==> config.mk <==
export PLATFORM = sky130hd
export DESIGN_NAME = pghp_ram
export DESIGN_NICKNAME = d
export VERILOG_FILES = /design/src/hdl/pghp_ram.sv
export SDC_FILE = /design/constraint.sdc
export NUM_CORES = 2
export LEC_CHECK = 0
export BUFFER_PORTS_ARGS = -buffer_cell sky130_fd_sc_hd__buf_4
export CAP_MARGIN = 5
export CORE_MARGIN = 4
export CORE_UTILIZATION = 52
export CTS_BUF_LIST = sky130_fd_sc_hd__clkbuf_4 sky130_fd_sc_hd__clkbuf_8
export DETAILED_ROUTE_END_ITERATION = 16
export GPL_TIMING_DRIVEN = 1
export PLACE_DENSITY_LB_ADDON = 0.2
export SKIP_LAST_GASP = 1
export SYNTH_ARGS = -nofsm -noshare
export SYNTH_HDL_FRONTEND = slang
export SYNTH_SLANG_ARGS = --single-unit
==> constraint.sdc <==
create_clock -name clk -period 4.5 [get_ports clk]
set_input_delay 0.225 -clock clk [delete_from_list [all_inputs] [get_ports clk]]
set_output_delay 0.225 -clock clk [all_outputs]
set_load 0.02 [all_outputs]
==> src/hdl/pghp_ram.sv <==
// Generic simple dual-address RAM with registered read.
`default_nettype none
module pghp_ram #(
  parameter int WIDTH = 8,
  parameter int DEPTH = 256
) (
  input  wire logic                     clk,
  input  wire logic                     we,
  input  wire logic [$clog2(DEPTH)-1:0] waddr,
  input  wire logic [WIDTH-1:0]         wdata,
  input  wire logic [$clog2(DEPTH)-1:0] raddr,
  output logic      [WIDTH-1:0]         rdata
);
  logic [WIDTH-1:0] mem [DEPTH];

  always_ff @(posedge clk) begin
    if (we) begin
      mem[waddr] <= wdata;
    end
    rdata <= mem[raddr];
  end
endmodule
`default_nettype wire

-- Yosys cells after proc, flatten, opt, wreduce, memory -nomap -nowiden
Memory sizes are Yosys's and may differ from the RTL's. A register that Yosys moved wholly into a read port is not among the register bits.
Index checks and enable logic that the tools add are counted.
- RAM bits: 2048
- input port bits: 26
- register bits: 0
- output and inout port bits: 8
- memories kept: 1
- multiplexer cells: 2
- memories (name ; words ; width ; rd ports ; clocked after Yosys merged registers in ; write ports ; line ; RTL):
    mem ; 256 ; 8 ; 1 ; 1 ; 1 ; 14 ; logic [WIDTH-1:0] mem [DEPTH];
- operators by type and width (operator ; number):
    1-bit 2-to-1 mux ; 2

-- Logic depth before layout (Yosys ltp)
- word-level depth: 2
- mapped depth: 11
- depth with buffers taken out: 6

-- Worst setup path after synthesis
Ideal clock, no wire load.
- kind: input to register
- start: in raddr[0]
- end: reg rdata[2], read port of mem
- buffers on the path: 4
- stages: 9
- path slack: 2337 ps
- data required time: 4369 ps
- data arrival time: 2032 ps
- setup time: 131 ps
- cells stage by stage: buf_6 buf_12 buf_8 buf_2 mux4_2 a22oi_1 a21oi_1 nor4_1 nor4_2
- RTL lines (item ; line ; RTL):
    start: declaration ; 11 ; input wire logic [$clog2(DEPTH)-1:0] raddr,
    end: declaration ; 12 ; output logic [WIDTH-1:0] rdata

-- Worst setup path in the final report
- start: in waddr[3]
- end: mem mem[137][6] (enable)
- RTL lines (item ; line ; RTL):
    start: declaration ; 9 ; input wire logic [$clog2(DEPTH)-1:0] waddr,
    end: declaration ; 14 ;
Straight into the memory's write port.

==> results.toml <==
[floorplanning]
die_h_um = 399
core_area_um2 = 152000
die_x_um = 399
start_util_pct = 52.3
dieArea_um2 = 159000
rows = 143
boundaryPins = 34

[timing]
slew_viol_final = 0
setup_tns_ns = 0
maxSlewHeadroom_pct = 9.73
setup_violations = 0
fin_skew_ns = 0.0971
min_period_ns = 3.12
finalHoldViolCount = 0
worstMarginPinSlew_ns = 1.35
period_share_pct = 69.4
rsz0062_at_grt = "false"
fmaxAchievable_mhz = 320

[pwr]
p_total_mw = 38.5
power_density_nw_per_um2 = 433
ir_worst_vdd_mv = 0.309
p_leak_nw = 27.7

[synthesis]
postSynthNetCount = 3759
syn_area_um2 = 79600
synthFlopType = "edfxtp_1"
syn_area_per_cell_um2 = 21.3
synthCells = 3733
synth_seq_cells = 2056
yosys.cell_types.count = 55
synthArstFlopShare_pct = 0
synth-edff-count = 2048
synth_warnings = 0
synth_seq_area_share_pct = 77.5

[setup_path]
rr_worst_depth = 6
worstSetupPathType = "in2reg"
critPathLaunchType = "primary input"
worst-path-stages = 6
critPathMostFrequentCell = "buf_4"
cp_slowest_cell = "nand3_2"
cp_cell_sequence = "dlygate4sd3_1 -> buf_4 -> nor2b_1 -> nand3_2 -> buf_4 -> nor2_1"
slowest_delay_ns = 0.90
crit_arrival_ns = 3.70
cp_num_buf_inv = 3
reg2reg_from = "mem[82][5]"
crit_path_end_kind = "register"
cp_data_required_time_ns = 5.07
cp_top_family = "simple AND/OR/NAND/NOR gates"
regToRegEndpoint = "rdata[5]"
crit_end = "mem[137][6]"
r2r_slack_ns = 1.59
startpoint = "waddr[3]"
worstPathMaxFanout = 10

[grt]
antenna_found_initial = 9
grt_pass1_vias = 40000
grt_max_degree = 149
overflow = 0
grt_pass1_wl_um = 285000
track_usage_pct = 25.0

[detailed_routing]
wl_per_cell_um = 31.2
wl_um = 196000
ant_nets = 0
dr_total_vias = 39600
vias_per_cell = 6.29
first_pass_iters = 7
drc = 0
first_iter_violations = 4942

[final_layout]
area_growth_pct = 11.7
drive_above_1_share_pct = 27.3
layout.nets = 4063
final_core_util_pct = 58.4

[run]
maxCapViolations = 0

[cts]
htree_levels = 5
postCtsSetupBuffers = 0
worst_skew_pair.late_latency_ns = 1.05
clkTransAtPathRegs_ns = 0.06
cts_buffers = 344
cts_tree = "done"
max-clock-path-buffers = 4
cts.sinks = 2056
root_buffer = "clkbuf_8"

[min_path]
hold_class = "in2reg"

[run_status]
outcome = "complete, no violations"

[placed_design]
gp_routability_congestion = 0.827
portBuffers = 33
hpwl_um = 116000
[Yosys cell counts (5+ instances only)]
| cell | number | area (µm²) |
|---|---|---|
| o221ai_1 | 46 | 403 |
| nand3_1 | 34 | 170 |
| a221oi_1 | 13 | 114 |
| o211ai_1 | 10 | 75.1 |
| a211oi_1 | 16 | 120 |
| edfxtp_1 | 2048 | 61500 |
| a22o_1 | 8 | 70.1 |
| buf_2 | 31 | 155 |
| nor2b_1 | 31 | 194 |
| mux4_2 | 454 | 10200 |
| nor4_1 | 24 | 150 |
| buf_1 | 22 | 82.6 |
| clkbuf_1 | 111 | 417 |
| o21ai_0 | 10 | 50.1 |
| nand4_1 | 10 | 62.6 |
| nor2_1 | 282 | 1060 |
| o22ai_1 | 28 | 175 |
| mux2i_1 | 134 | 1340 |
| o22a_1 | 5 | 43.8 |
| buf_4 | 27 | 203 |
| a21oi_1 | 96 | 480 |
| and2_1 | 6 | 37.5 |
| buf_12 | 8 | 160 |
| nand2_1 | 33 | 124 |
| nand2b_1 | 8 | 50.1 |
| buf_6 | 21 | 236 |
| dfxtp_1 | 8 | 160 |
| nor3_1 | 22 | 110 |
| a22oi_1 | 133 | 998 |
| buf_8 | 13 | 195 |
[per-layer routing]
metal | vias up | track usage (%) | share of wire [%]
met1 | 21100 | 37.3 | 41
met3 | 269 | 5.31 | 8.9
met5 | - | 0 | 0.014
met4 | 4 | 6.27 | 2.1
li1 | 16300 | - | -
met2 | 1968 | 38.2 | 48
[worst register-to-register path: stages, from the launching register on]
cell      delay, ns
edfxtp_1       0.36
mux4_2         0.46
a22o_1         0.24
a221oi_1       0.63
o32ai_1        0.28
nor3_1         0.63
nor4_1         0.15
[placed cells by master (no fill, tap or decap), types with 8 or more instances in the layout]
cell type         n
nand4_1          10
mux4_2          454
dfxtp_1           8
nor2b_1          28
edfxtp_1       2048
mux2i_1         134
a21oi_1          96
nand2_1          33
o221ai_1         46
a221oi_1         13
clkinv_1         73
dlygate4sd3_1    14
nand2b_1          8
a211oi_1         16
o21ai_0          10
buf_12           23
clkinv_2         24
o211ai_1         10
nor4_1           19
buf_4           143
a22oi_1         133
nand3_1          31
clkbuf_4        118
a22o_1            8
nor2_1          279
clkbuf_8        358
nor4_2            8
o22ai_1          28
nor3_1           22
[sequential cells by signal (all words and copies together), names as in the netlist]
signal,cells
mem,2048
rdata,8
[where the power goes]
part	total, mW	switching (mW)	leakage (nW)	internal (mW)
Sequential	21.2	0.0528	18.5	21.1
Clock	15.4	7.12	3.33	8.28
Combinational	1.93	1.26	5.85	0.671
Total	38.5	8.43	27.7	30.1
[logic make-up (layout without fill, tap and decap cells)]
logic type             after synthesis  in the layout  share of synthesized area (%)
buffers and inverters              235            771                           1.83
DFF                               2056           2056                           77.5
AOI/OAI and AO/OA                  385            385                           3.42
other                                0              4                              0
and+or+nand+nor                    466            466                           2.63
muxes                              591            591                           14.6
[what timing repair did]
item	in CTS	in global routing
hold buffers	14	0
gates resized for setup	0	0
endpoints found under the hold margin	1117	0
[cell type report]
class                           count  area, µm²
Antenna cell                        4       10.0
Clock buffer                      473       5770
Clock inverter                    105        485
Fill cell                       11100      63300
Inverter                            2       7.51
Multi-Input combinational cell   1442      16500
Sequential cell                  2056      61700
Tap cell                         2030       2540
Timing Repair Buffer              191       1830
[worst min-delay path by stage]
stage	from	endpoint	slack, ns	cells after the start
after global placement	wdata[2]	mem[219][2]	0.64	1
after detailed placement	wdata[2]	mem[217][2]	0.65	1
final	raddr[5]	rdata[0]	0.12	5
after CTS	raddr[5]	rdata[0]	0.02	5
after floorplan	wdata[0]	mem[0][0]	0.32	0
after global routing	raddr[5]	rdata[0]	0.12	5
[stage by stage]
stage                     setup slack [ns]  hold slack [ns]  area [µm²]  cells
final                                 1.38            0.119       88800   6303
after global routing                  1.30            0.124       88800   6301
after CTS                             1.47           0.0170       88800   6299
after detailed placement             0.609            0.651       82400   5707
after global placement               0.111            0.642       82400   5702
after floorplan                       2.34            0.324       79600   3733
Note: power is estimated with default switching activity, not from simulation.
